**src/hw/rtl/json_string_escape_writer_macros.svh**
```systemverilog
// ----------------------------------------------------------------------------
// JSON string escape writer assertion macros
// Shared property forms used by the checks at the end of the top level.
// ----------------------------------------------------------------------------
`ifndef JSON_STRING_ESCAPE_WRITER_MACROS_SVH
`define JSON_STRING_ESCAPE_WRITER_MACROS_SVH

// Same-cycle implication, disabled while reset is asserted.
`define JSEW_ASSERT_IMP(lbl, clk, rstn, ante, cons) \
    lbl: assert property (@(posedge clk) disable iff (!(rstn)) (ante) |-> (cons)) \
        else $error("JSEW same-cycle check failed");

// Next-cycle implication, disabled while reset is asserted.
`define JSEW_ASSERT_NEXT(lbl, clk, rstn, ante, cons) \
    lbl: assert property (@(posedge clk) disable iff (!(rstn)) (ante) |=> (cons)) \
        else $error("JSEW next-cycle check failed");

`endif

```
**src/hw/rtl/jsew_pkg.sv**
```systemverilog
// ----------------------------------------------------------------------------
// JSON string escape writer package
// Types, codes and character constants shared by the front, queue and back.
// ----------------------------------------------------------------------------
package jsew_pkg;

    // Input opcodes.
    localparam logic [1:0] OP_RAW  = 2'd0;
    localparam logic [1:0] OP_ESC  = 2'd1;
    localparam logic [1:0] OP_MISS = 2'd2;
    localparam logic [1:0] OP_NONE = 2'd3;

    // Character constants.
    localparam logic [7:0] CH_QUOTE = 8'h22;
    localparam logic [7:0] CH_BSL   = 8'h5C;
    localparam logic [7:0] CH_BS    = 8'h08;
    localparam logic [7:0] CH_FF    = 8'h0C;
    localparam logic [7:0] CH_LF    = 8'h0A;
    localparam logic [7:0] CH_CR    = 8'h0D;
    localparam logic [7:0] CH_TAB   = 8'h09;
    localparam logic [7:0] CH_B     = 8'h62;
    localparam logic [7:0] CH_F     = 8'h66;
    localparam logic [7:0] CH_N     = 8'h6E;
    localparam logic [7:0] CH_R     = 8'h72;
    localparam logic [7:0] CH_T     = 8'h74;
    localparam logic [7:0] CH_U     = 8'h75;
    localparam logic [7:0] CH_ZERO  = 8'h30;
    localparam logic [7:0] CH_SPACE = 8'h20;

    // Configuration register.
    localparam int          PADDR_W     = 3;
    localparam logic [0:0]  REG_CAP     = 1'b0;
    localparam logic [15:0] CAP_RESET   = 16'd1024;

    // Queue between front and back.
    localparam int QDEPTH = 4;
    localparam int QPTR_W = $clog2(QDEPTH);
    localparam int QCNT_W = $clog2(QDEPTH + 1);

    // Expansion sequencer steps.
    localparam int          STEP_W    = 3;
    localparam logic [2:0]  STEP_0    = 3'd0;
    localparam logic [2:0]  STEP_1    = 3'd1;
    localparam logic [2:0]  STEP_2    = 3'd2;
    localparam logic [2:0]  STEP_3    = 3'd3;
    localparam logic [2:0]  STEP_4    = 3'd4;
    localparam logic [2:0]  STEP_5    = 3'd5;

    // Expansion kinds decided by the front.
    typedef enum logic [1:0] {
        K_RAW  = 2'd0,
        K_ESC2 = 2'd1,
        K_ESCU = 2'd2,
        K_MISS = 2'd3
    } t_kind;

    // One queued work descriptor: kind and its data byte.
    typedef struct packed {
        t_kind      kind;
        logic [7:0] data;
    } t_desc;

    // Front to queue write side.
    typedef struct packed {
        logic  push;
        t_desc desc;
    } t_qwr;

    // Queue status and head as seen by the back.
    typedef struct packed {
        logic  empty;
        logic  full;
        t_desc head;
    } t_qrd;

    // Writer state exported for checking.
    typedef struct packed {
        logic [15:0] fill;
        logic        failed;
    } t_wstat;

    // Lower-case hex digit of a nibble.
    function automatic logic [7:0] hex_digit(input logic [3:0] nib);
        logic [7:0] r;
        if (nib < 4'd10) begin
            r = CH_ZERO + {4'd0, nib};
        end else begin
            r = 8'h57 + {4'd0, nib};
        end
        return r;
    endfunction

endpackage

```
**src/hw/rtl/jsew_front.sv**
```systemverilog
// ----------------------------------------------------------------------------
// JSON string escape writer front end
// Accepts input beats and classifies each one into an expansion descriptor.
// ----------------------------------------------------------------------------
module jsew_front (
    input  logic              i_valid,
    input  logic [1:0]        i_opcode,
    input  logic [7:0]        i_text_byte,
    input  logic              i_q_full,
    output logic              o_ready,
    output jsew_pkg::t_qwr    o_qwr
);
    import jsew_pkg::*;

    logic [7:0] second;
    t_desc      desc;

    // Second character of the short escapes; zero when there is none.
    always_comb begin
        unique case (i_text_byte)
            CH_QUOTE: second = CH_QUOTE;
            CH_BSL:   second = CH_BSL;
            CH_BS:    second = CH_B;
            CH_FF:    second = CH_F;
            CH_LF:    second = CH_N;
            CH_CR:    second = CH_R;
            CH_TAB:   second = CH_T;
            default:  second = 8'h00;
        endcase
    end

    // Pick the expansion for this beat.
    always_comb begin
        desc.kind = K_RAW;
        desc.data = i_text_byte;
        unique case (i_opcode)
            OP_RAW: begin
                desc.kind = K_RAW;
            end
            OP_ESC: begin
                if (second != 8'h00) begin
                    desc.kind = K_ESC2;
                    desc.data = second;
                end else if (i_text_byte < CH_SPACE) begin
                    desc.kind = K_ESCU;
                end else begin
                    desc.kind = K_RAW;
                end
            end
            OP_MISS: begin
                desc.kind = K_MISS;
                desc.data = 8'h00;
            end
            default: begin
                desc.kind = K_RAW;
            end
        endcase
    end

    // An unused opcode is taken and dropped without a queue entry.
    assign o_ready    = !i_q_full;
    assign o_qwr.push = i_valid && !i_q_full && (i_opcode != OP_NONE);
    assign o_qwr.desc = desc;

endmodule

```
**src/hw/rtl/jsew_queue.sv**
```systemverilog
// ----------------------------------------------------------------------------
// JSON string escape writer descriptor queue
// Small register queue that decouples classification from byte emission.
// ----------------------------------------------------------------------------
module jsew_queue (
    input  logic              i_clk,
    input  logic              i_rst_n,
    input  jsew_pkg::t_qwr    i_qwr,
    input  logic              i_pop,
    output jsew_pkg::t_qrd    o_qrd
);
    import jsew_pkg::*;

    t_desc              r_mem [QDEPTH];
    logic [QPTR_W-1:0]  r_wr;
    logic [QPTR_W-1:0]  r_rd;
    logic [QCNT_W-1:0]  r_cnt;
    logic [QPTR_W-1:0]  n_wr;
    logic [QPTR_W-1:0]  n_rd;
    logic [QCNT_W-1:0]  n_cnt;

    // Pointer and count update.
    always_comb begin
        n_wr  = r_wr;
        n_rd  = r_rd;
        n_cnt = r_cnt;
        if (i_qwr.push) begin
            n_wr = r_wr + 1'b1;
        end
        if (i_pop) begin
            n_rd = r_rd + 1'b1;
        end
        priority if (i_qwr.push && !i_pop) begin
            n_cnt = r_cnt + 1'b1;
        end else if (!i_qwr.push && i_pop) begin
            n_cnt = r_cnt - 1'b1;
        end
    end

    always_ff @(posedge i_clk) begin
        if (!i_rst_n) begin
            r_wr  <= '0;
            r_rd  <= '0;
            r_cnt <= '0;
        end else begin
            r_wr  <= n_wr;
            r_rd  <= n_rd;
            r_cnt <= n_cnt;
        end
    end

    // Entry storage.
    always_ff @(posedge i_clk) begin
        if (i_qwr.push) begin
            r_mem[r_wr] <= i_qwr.desc;
        end
    end

    assign o_qrd.empty = (r_cnt == '0);
    assign o_qrd.full  = (r_cnt == QCNT_W'(QDEPTH));
    assign o_qrd.head  = r_mem[r_rd];

endmodule

```
**src/hw/rtl/jsew_back.sv**
```systemverilog
// ----------------------------------------------------------------------------
// JSON string escape writer back end
// Steps through each descriptor one output byte per beat, tracks the fill
// length and the sticky failure flag, and holds the result in an output
// register.
// ----------------------------------------------------------------------------
module jsew_back (
    input  logic              i_clk,
    input  logic              i_rst_n,
    input  logic [15:0]       i_capacity,
    input  jsew_pkg::t_qrd    i_qrd,
    output logic              o_pop,
    input  logic              i_ready,
    output logic              o_valid,
    output logic [7:0]        o_out_byte,
    output logic [15:0]       o_position,
    output logic              o_written,
    output logic              o_failed,
    output logic              o_last,
    output jsew_pkg::t_wstat  o_stat
);
    import jsew_pkg::*;

    logic [STEP_W-1:0] r_step;
    logic [STEP_W-1:0] n_step;
    logic [15:0]       r_fill;
    logic [15:0]       n_fill;
    logic              r_fail;
    logic              n_fail;
    logic              r_valid;
    logic              n_valid;
    logic [7:0]        r_byte;
    logic [15:0]       r_pos;
    logic              r_written;
    logic              r_failed;
    logic              r_last;

    logic              load;
    logic              fire;
    logic [7:0]        cur_byte;
    logic              cur_last;
    logic              room;
    logic              wr_now;

    // Output register takes a new beat when empty or being drained.
    assign load = !r_valid || i_ready;
    assign fire = load && !i_qrd.empty;

    // Byte and end of expansion for the current step.
    always_comb begin
        cur_byte = i_qrd.head.data;
        cur_last = 1'b1;
        unique case (i_qrd.head.kind)
            K_RAW, K_MISS: begin
                cur_byte = i_qrd.head.data;
                cur_last = 1'b1;
            end
            K_ESC2: begin
                cur_byte = (r_step == STEP_0) ? CH_BSL : i_qrd.head.data;
                cur_last = (r_step == STEP_1);
            end
            K_ESCU: begin
                cur_last = (r_step == STEP_5);
                unique case (r_step)
                    STEP_0:  cur_byte = CH_BSL;
                    STEP_1:  cur_byte = CH_U;
                    STEP_2:  cur_byte = CH_ZERO;
                    STEP_3:  cur_byte = CH_ZERO;
                    STEP_4:  cur_byte = hex_digit(i_qrd.head.data[7:4]);
                    default: cur_byte = hex_digit(i_qrd.head.data[3:0]);
                endcase
            end
            default: begin
                cur_byte = i_qrd.head.data;
                cur_last = 1'b1;
            end
        endcase
    end

    // Bound test: a byte fits while fill + 1 stays below the capacity.
    assign room   = ({1'b0, r_fill} + 17'd1) < {1'b0, i_capacity};
    assign wr_now = (i_qrd.head.kind != K_MISS) && !r_fail && room;

    // Writer state and step sequencing.
    always_comb begin
        n_step  = r_step;
        n_fill  = r_fill;
        n_fail  = r_fail;
        n_valid = r_valid;
        if (load) begin
            n_valid = !i_qrd.empty;
        end
        if (fire) begin
            n_step = cur_last ? STEP_0 : (r_step + 1'b1);
            if (i_qrd.head.kind == K_MISS) begin
                n_fail = 1'b1;
            end else if (!r_fail) begin
                if (room) begin
                    n_fill = r_fill + 16'd1;
                end else begin
                    n_fail = 1'b1;
                end
            end
        end
    end

    always_ff @(posedge i_clk) begin
        if (!i_rst_n) begin
            r_step  <= STEP_0;
            r_fill  <= '0;
            r_fail  <= 1'b0;
            r_valid <= 1'b0;
        end else begin
            r_step  <= n_step;
            r_fill  <= n_fill;
            r_fail  <= n_fail;
            r_valid <= n_valid;
        end
    end

    // Result payload register.
    always_ff @(posedge i_clk) begin
        if (fire) begin
            r_byte    <= cur_byte;
            r_pos     <= r_fill;
            r_written <= wr_now;
            r_failed  <= n_fail;
            r_last    <= cur_last;
        end
    end

    assign o_pop         = fire && cur_last;
    assign o_valid       = r_valid;
    assign o_out_byte    = r_byte;
    assign o_position    = r_pos;
    assign o_written     = r_written;
    assign o_failed      = r_failed;
    assign o_last        = r_last;
    assign o_stat.fill   = r_fill;
    assign o_stat.failed = r_fail;

endmodule

```
**src/hw/rtl/json_string_escape_writer.sv**
```systemverilog
// ----------------------------------------------------------------------------
// JSON string escape writer
// Appends raw or JSON-escaped text bytes to a bounded buffer and reports
// each output byte with its position, store status and sticky failure.
// ----------------------------------------------------------------------------
//  Channel  Dir  Fields (low bit up)
//  s_axis   in   tdata: text_byte[7:0]; tuser: opcode[1:0]
//  m_axis   out  tdata: out_byte[7:0], position[23:8], written[24],
//                failed[25], zero[31:26]; tlast: last
//  apb      in   buffer_capacity at byte address 0, 16 bits
//
// One output byte leaves per cycle while the output is not stalled; a raw
// byte gives one output byte, a short escape two and a \u00xx escape six, set by the back end sequencer.
// A four-entry descriptor queue lets input beats keep arriving while an
// expansion runs; the input stalls only when the queue is full.
// The output register accepts a new beat in the cycle it is drained.
// Reset clears the fill length, failure flag and queue, and loads a
// capacity of 1024.
// ----------------------------------------------------------------------------
`include "json_string_escape_writer_macros.svh"

module json_string_escape_writer (
    input  logic                          i_clk,
    input  logic                          i_rst_n,
    // Input stream.
    input  logic                          s_axis_tvalid,
    output logic                          s_axis_tready,
    input  logic [7:0]                    s_axis_tdata,  // text_byte[7:0]
    input  logic [1:0]                    s_axis_tuser,  // opcode[1:0]
    // Output stream.
    output logic                          m_axis_tvalid,
    input  logic                          m_axis_tready,
    // out_byte[7:0], position[23:8], written[24], failed[25], zero[31:26]
    output logic [31:0]                   m_axis_tdata,
    output logic                          m_axis_tlast,
    // Configuration port.
    input  logic                          psel,
    input  logic                          penable,
    input  logic                          pwrite,
    input  logic [jsew_pkg::PADDR_W-1:0]  paddr,
    input  logic [31:0]                   pwdata,
    output logic [31:0]                   prdata,
    output logic                          pready
);
    import jsew_pkg::*;

    logic [15:0] r_cap;
    t_qwr        qwr;
    t_qrd        qrd;
    logic        pop;
    t_wstat      stat;
    logic [7:0]  out_byte;
    logic [15:0] position;
    logic        written;
    logic        failed;

    // Configuration register.
    assign pready = 1'b1;

    always_ff @(posedge i_clk) begin
        if (!i_rst_n) begin
            r_cap <= CAP_RESET;
        end else if (psel && penable && pwrite && (paddr[2] == REG_CAP)) begin
            r_cap <= pwdata[15:0];
        end
    end

    assign prdata = (paddr[2] == REG_CAP) ? {16'd0, r_cap} : 32'd0;

    // Front end: accept and classify.
    jsew_front u_front (
        .i_valid     (s_axis_tvalid),
        .i_opcode    (s_axis_tuser),
        .i_text_byte (s_axis_tdata),
        .i_q_full    (qrd.full),
        .o_ready     (s_axis_tready),
        .o_qwr       (qwr)
    );

    // Descriptor queue.
    jsew_queue u_queue (
        .i_clk   (i_clk),
        .i_rst_n (i_rst_n),
        .i_qwr   (qwr),
        .i_pop   (pop),
        .o_qrd   (qrd)
    );

    // Back end: emit bytes and track the buffer.
    jsew_back u_back (
        .i_clk      (i_clk),
        .i_rst_n    (i_rst_n),
        .i_capacity (r_cap),
        .i_qrd      (qrd),
        .o_pop      (pop),
        .i_ready    (m_axis_tready),
        .o_valid    (m_axis_tvalid),
        .o_out_byte (out_byte),
        .o_position (position),
        .o_written  (written),
        .o_failed   (failed),
        .o_last     (m_axis_tlast),
        .o_stat     (stat)
    );

    assign m_axis_tdata = {6'd0, failed, written, position, out_byte};

    // A stored byte never reports failure.
    `JSEW_ASSERT_IMP(a_written_not_failed, i_clk, i_rst_n, m_axis_tvalid && written, !failed)

    // A stored byte lies inside the buffer bound.
    `JSEW_ASSERT_IMP(a_written_in_bound, i_clk, i_rst_n, m_axis_tvalid && written, ({1'b0, position} + 17'd1) < {1'b0, r_cap})

    // The failure flag never clears once set.
    `JSEW_ASSERT_NEXT(a_fail_sticky, i_clk, i_rst_n, stat.failed, stat.failed)

endmodule
```
**config.mk**
```make
export PLATFORM = sky130hd
export DESIGN_NAME = json_string_escape_writer
export DESIGN_NICKNAME = d
export VERILOG_FILES = /design/src/hw/rtl/jsew_pkg.sv /design/src/hw/rtl/jsew_front.sv /design/src/hw/rtl/jsew_queue.sv /design/src/hw/rtl/jsew_back.sv /design/src/hw/rtl/json_string_escape_writer.sv
export VERILOG_INCLUDE_DIRS = /design/src /design/src/hw/rtl
export SDC_FILE = /design/constraint.sdc
export NUM_CORES = 1
export LEC_CHECK = 0
export CELL_PAD_IN_SITES_DETAIL_PLACEMENT = 1
export CELL_PAD_IN_SITES_GLOBAL_PLACEMENT = 1
export CORE_MARGIN = 2
export CORE_UTILIZATION = 37
export DETAILED_ROUTE_END_ITERATION = 10
export DONT_BUFFER_PORTS = 1
export GPL_TIMING_DRIVEN = 0
export PLACE_DENSITY_LB_ADDON = 0.1
export RECOVER_POWER = 25
export SYNTH_ARGS = -nofsm -noshare
export SYNTH_HDL_FRONTEND = slang
export SYNTH_SLANG_ARGS = --single-unit
```
**constraint.sdc**
```tcl
create_clock -name i_clk -period 4.7 [get_ports i_clk]
set_input_delay 0.94 -clock i_clk [delete_from_list [all_inputs] [get_ports i_clk]]
set_output_delay 0.94 -clock i_clk [all_outputs]
set_load 0.01 [all_outputs]
```
## Yosys cells after proc, flatten, opt, wreduce, memory -nomap -nowiden

Memories as Yosys holds them, arrays and structs flattened. A register that Yosys moved wholly into a read port is not among the register bits.
Cells that the tools add are included.

| storage, ports and cells | value |
|---|---|
| bits in registers | 71 |
| input bits | 52 |
| memories | 1 |
| word-level logic and storage cells | 102 |
| output and inout bits | 68 |
| RAM bits | 40 |

Memories:

| name | words | width | rd ports | clocked after Yosys merged registers in | wr ports | RTL line | source |
|---|---|---|---|---|---|---|---|
| u_queue.r_mem | 4 | 10 | 1 | 1 | 1 | jsew_queue.sv:14 | `t_desc r_mem [QDEPTH];` |

| cells by class | value |
|---|---|
| add/sub/neg operators | 11 |
| reductions and logical operators | 26 |
| mux-type cells | 24 |
| bitwise logic cells | 3 |
| order comparisons | 4 |
| equality and inequality tests | 20 |

Operator list:

| kind | number |
|---|---|
| $pmux 7 s7 | 1 |
| $eq 8x4->1 const B | 5 |
| $mux 8 | 4 |
| $pmux 8 s4 | 1 |
| $pmux 8 s3 | 1 |
| $add 16x1->17 const B | 1 |
| $lt 17x16->1 | 1 |
| $add 16x1->16 const B | 1 |
| $add 7x4->8 const A | 2 |
| $mux 16 | 1 |
| $pmux 8 s2 | 1 |
| $add 6x4->7 const A | 2 |
| $logic_and 1x1->1 | 11 |
| $eq 3x3->1 const B | 3 |
| $mux 3 | 3 |
| $eq 8x6->1 const B | 1 |
| $eq 8x7->1 const B | 1 |
| $lt 4x4->1 const B | 2 |
| $lt 8x6->1 const B | 1 |
| $mux 2 | 4 |
| $reduce_bool 8->1 | 1 |
| $add 3x1->3 const B | 2 |
| $eq 2x2->1 const B | 3 |
| $eq 3x2->1 const B | 2 |
| 16 further kinds | 33 |

## Logic depth before layout (Yosys ltp)

| depth | value |
|---|---|
| depth after elaboration | 8 |
| gate-level depth with buffers | 15 |
| gate-level depth less buffers | 13 |

## Cells and area by module

Synthesis repeated with hierarchy kept, for this count alone.

| unflattened totals | value |
|---|---|
| cell total of the unflattened synthesis | 578 |
| area, all modules | 6190.9 sq um |

By module, submodules not included:

| module | times used | sequential area each (sq um) | cells an instance | area each (sq um) |
|---|---|---|---|---|
| jsew_back | 1 | 1231.2 | 299 | 2867.8 |
| jsew_queue | 1 | 1381.3 | 95 | 1888.1 |
| json_string_escape_writer | 1 | 320.3 | 114 | 972.2 |
| jsew_front | 1 | 0.0 | 70 | 462.9 |

## Worst setup path before layout

Ideal clock, no wire load.

| path | value |
|---|---|
| path type | in2reg |
| from | input port m_axis_tready |
| to | register u_queue.r_cnt[2] |
| slack | 1.198 ns |
| arrival time | 3.426 ns |
| stages | 10 |
| path buffers | 0 |
| cell sequence | inv_1 -> a21o_1 -> clkinv_1 -> nand2_1 -> ha_1 -> inv_1 -> fa_1 -> xor2_1 -> or3_1 -> a21boi_0 |

| on the way | value |
|---|---|
| cells in the longest elaborated chain, start to end | 6 |
| elaborated cells on any way between the ends | 8 |

Ends and longest elaborated chain:

| item | RTL line | source |
|---|---|---|
| start, declared | json_string_escape_writer.sv:32 | `input logic m_axis_tready,` |
| $logic_or 1x1->1 (*) | jsew_back.sv:46 | `assign load = !r_valid \|\| i_ready;` |
| $logic_and 1x1->1 (*) | jsew_back.sv:47 | `assign fire = load && !i_qrd.empty;` |
| via u_back.fire | jsew_back.sv:39 | `logic fire;` |
| $logic_and 1x1->1 (*) | jsew_back.sv:132 | `assign o_pop = fire && cur_last;` |
| $logic_not 1->1 | jsew_queue.sv:33 | `priority if (i_qwr.push && !i_pop) begin` |
| $logic_and 1x1->1 | jsew_queue.sv:33 |  |
| $mux 3 / $reduce_bool 2->1 (equally long branches) | n/a |  |
| end signal, assigned | jsew_queue.sv:48 | `r_cnt <= n_cnt;` |
| end, declared | jsew_queue.sv:17 | `logic [QCNT_W-1:0] r_cnt;` |

Mark *: on every way through the listed nets, which the timed path passes. The rest lies on a longest branch.
A chain may end at the register's enable or synchronous reset.

## Worst setup path after layout

| path | value |
|---|---|
| from | register u_back.r_fill[0] |
| to | register u_back.r_fail |

| on the way | value |
|---|---|
| cells in the longest elaborated chain, start to end | 6 |

Ends and longest elaborated chain:

| item | RTL line | source |
|---|---|---|
| start, declared | jsew_back.sv:26 | `logic [15:0] r_fill;` |
| start signal, assigned | jsew_back.sv:115 | `r_fill <= n_fill;` |
| $add 16x1->17 | jsew_back.sv:81 | `assign room = ({1'b0, r_fill} + 17'd1) < {1'b0, i_capacity};` |
| $lt 17x16->1 | jsew_back.sv:81 |  |
| $mux 1 | jsew_back.sv:98 | `if (room) begin` |
| $mux 1 | jsew_back.sv:97 | `end else if (!r_fail) begin` |
| $mux 1 | jsew_back.sv:95 | `if (i_qrd.head.kind == K_MISS) begin` |
| $mux 1 | jsew_back.sv:93 | `if (fire) begin` |
| end signal, assigned | jsew_back.sv:116 | `r_fail <= n_fail;` |
| end, declared | jsew_back.sv:28 | `logic r_fail;` |

No other way between the ends.

==> out/qor.yml <==
area_growth_pct: 16.2
drv_slew: 0
holdCritStartpoint: "u_back.r_fill[4]"
ctsHoldBuffers: 0
hold_end: "u_back.o_position[4]"
power_leakage_nw: 2.61
syn_area_um2: 5970
synth_edf_count: 67
coreArea_um2: 15800
hold_ws_ps: 436
routed_wl_um: 15100
clock_skew_ps: 5.30
worst_slack_ps: 465
fp-row-count: 46
synthTopCellsByArea: "edfxtp_1 34%, dfxtp_1 15%, ha_1 7.1%"
cts_resized: 0
synth_common_cells: "69 x nand2_1, 67 x edfxtp_1, 46 x dfxtp_1, 42 x nor2_1, 35 x inv_1"
worstMarginPinSlew_ps: 811
viasPerCell: 5.08
period_share: 0.901
dpl_worst_slack_ps: 131
htreeDepth: 4
ff2ff_path_depth: 14
drcViolationCount: 0
first_iter_violations: 305
crit_path_end_kind: "register"
post_cts.repair.setup_buffers: 0
dp_cells: 815
syn_area_per_cell_um2: 10.3
synth.most_common_cell: "nand2_1"
critical_path_arrival_ps: 4570
grt_pass1_wl_um: 23100
path_clk_slew_ps: 50
setup_viol: 0
routabilityCongestion: 0.824
die_height_um: 131
grt.overflow.total: 0
ys_seq_elements: 113
worst_skew_pair.late_latency_ps: 420
r2r_slack_ps: 470
cts_tree: "yes"
grt_max_degree: 35
hpwl_um: 11000
nets: 705
maxCapViolCount: 0
synth-async-reset-ratio: 0
r2r_start: "u_back.r_fill[0]"
crit_fanout: 10
synth_warnings: 0
worstSetupStartpointType: "register"
yosys.area.top_type: "edfxtp_1"
die-area_um2: 17200
cts_root_buf: "clkbuf_16"
hp-class: "reg2reg"
required_ps: 5040
rsz0062_at_grt: "false"
fmax_ghz: 0.236
clock_path_buffers: 2
numClockSinks: 113
ant_nets: 0
die_w_um: 131
antenna_found_initial: 0
fillCellCount: 1790
setup_tns_ps: 0
whs_path_depth: 0
grt_usage: 0.182
min_period_ps: 4230
status: "completed"
ys_seq_area_frac: 0.491
synth-main-ff-cell: "edfxtp_1"
ir_drop_mv: 0.327
worstSetupPathType: "reg2reg"
wl_per_cell_um: 17.8
fin_cells: 847
drive_gt1_frac: 0.116
cts_inserted_buffers: 17
synth_top_area_frac: 0.337
finalHoldViolCount: 0
syn_inst: 578
slew_headroom: 0.458
num_io_pins: 120
grt_pass1_vias: 4391
num_vias: 4306
r2r-end: "u_back.r_fail"
synth.distinct_cells: 63
dr.pass1.iters: 4
diodes: 0
p_per_area_nw_per_um2: 560
initial_core_util: 0.377
portBuffers: 0
-- state kept, by name (all words and copies together) (netlist names), 2 cells and up, named ones only --
name	flops
u_queue.r_mem	40
r_cap	16
u_queue.r_wr	2
u_back.r_step	3
u_back.r_fill	16
u_queue.r_cnt	3
u_queue.r_rd	2
u_back.o_position	16
u_back.o_out_byte	8
-- final cells by class --
type / instances / area, µm² / share of cell area
Sequential cell: 113 / 2930 / 0.423
Clock inverter: 13 / 191 / 0.0276
Buffer: 46 / 272 / 0.0391
Multi-Input combinational cell: 404 / 2710 / 0.390
Clock buffer: 19 / 433 / 0.0624
Tap cell: 216 / 270 / 0.0389
Inverter: 36 / 135 / 0.0195
-- power by group --
| part | leakage (nW) | switching, mW | internal, mW | total, mW |
|---|---|---|---|---|
| clock | 0.299 | 0.444 | 0.929 | 1.37 |
| sequential | 1.01 | 0.139 | 1.32 | 1.46 |
| combinational | 1.30 | 0.679 | 0.378 | 1.06 |
| total | 2.61 | 1.26 | 2.62 | 3.89 |
-- through the flow --
| step | util | power [mW] | instance area [µm²] |
|---|---|---|---|
| after CTS | 0.439 | 3.93 | 6950 |
| after floorplan | - | 2.23 | 6050 |
| after global placement | 0.399 | 2.51 | 6320 |
| after global routing | 0.438 | 4.11 | 6940 |
| final | 0.438 | 3.89 | 6940 |
| after detailed placement | 0.399 | 2.55 | 6320 |
-- per-layer routing --
layer	up-vias	global-route usage	part of all wire
li1	2075	-	-
met1	2080	0.243	0.47
met2	127	0.280	0.45
met3	24	0.0532	0.064
met4	0	0.0726	0.020
met5	-	0	0
-- worst max path at each step --
stage                     startpoint               end  slack, ps  cells after the start
floorplan              m_axis_tready  u_queue.r_cnt[2]       1200                     10
global placement       m_axis_tready  u_queue.r_cnt[2]        190                     10
detailed placement     m_axis_tready  u_queue.r_cnt[2]        130                     10
CTS                 u_queue.r_cnt[0]  u_queue.r_cnt[2]        460                     10
global route        u_back.r_fill[0]     u_back.r_fail        150                     14
finish              u_back.r_fill[0]     u_back.r_fail        470                     14
-- worst max-delay path: stages (launching register included) --
cell and delay, ps:
dfxtp_1 440, ha_1 250, nand3_2 180, or3_1 400, buf_2 170, or2_4 270
xnor2_1 120, ha_1 300, nand2_1 70, o21ai_0 330, o2111ai_1 220, a21oi_1 510
clkbuf_1 510, nor2b_1 160, nor3b_1 210
-- placed cells by master, fill, tap and decap left out, types with 3 or more instances in the layout --
cell and count:
nor4_1 4, xnor2_1 12, conb_1 23, xor2_1 8, clkinv_2 3, a21boi_0 19
nor2b_1 9, nor3_1 17, or3_1 4, nor2_1 42, o31ai_1 5, mux2i_1 10
dfxtp_1 46, buf_4 23, nor3b_1 4, a31oi_1 3, edfxtp_1 67, a21o_1 4
nand4_1 4, o21ai_0 17, nand2_1 69, ha_1 34, bufinv_16 5, clkbuf_16 17
o21a_1 6, clkinv_1 3, nand3_1 13, mux4_2 10, a21boi_1 3, clkbuf_1 20
a21oi_1 24, and2_1 10, inv_1 35, o211ai_1 5, nand2b_1 11
-- kinds of logic after synthesis --
| logic type | after synthesis | synth area share |
|---|---|---|
| flops | 113 | 0.491 |
| compound gates | 103 | 0.114 |
| buf+inv | 82 | 0.0693 |
| xor+xnor | 20 | 0.0293 |
| mux | 21 | 0.0563 |
| fa+ha+maj | 35 | 0.0746 |
| other cells | 2 | 0.00126 |
| simple gates | 202 | 0.164 |
Note: power is estimated with default switching activity, not from simulation.
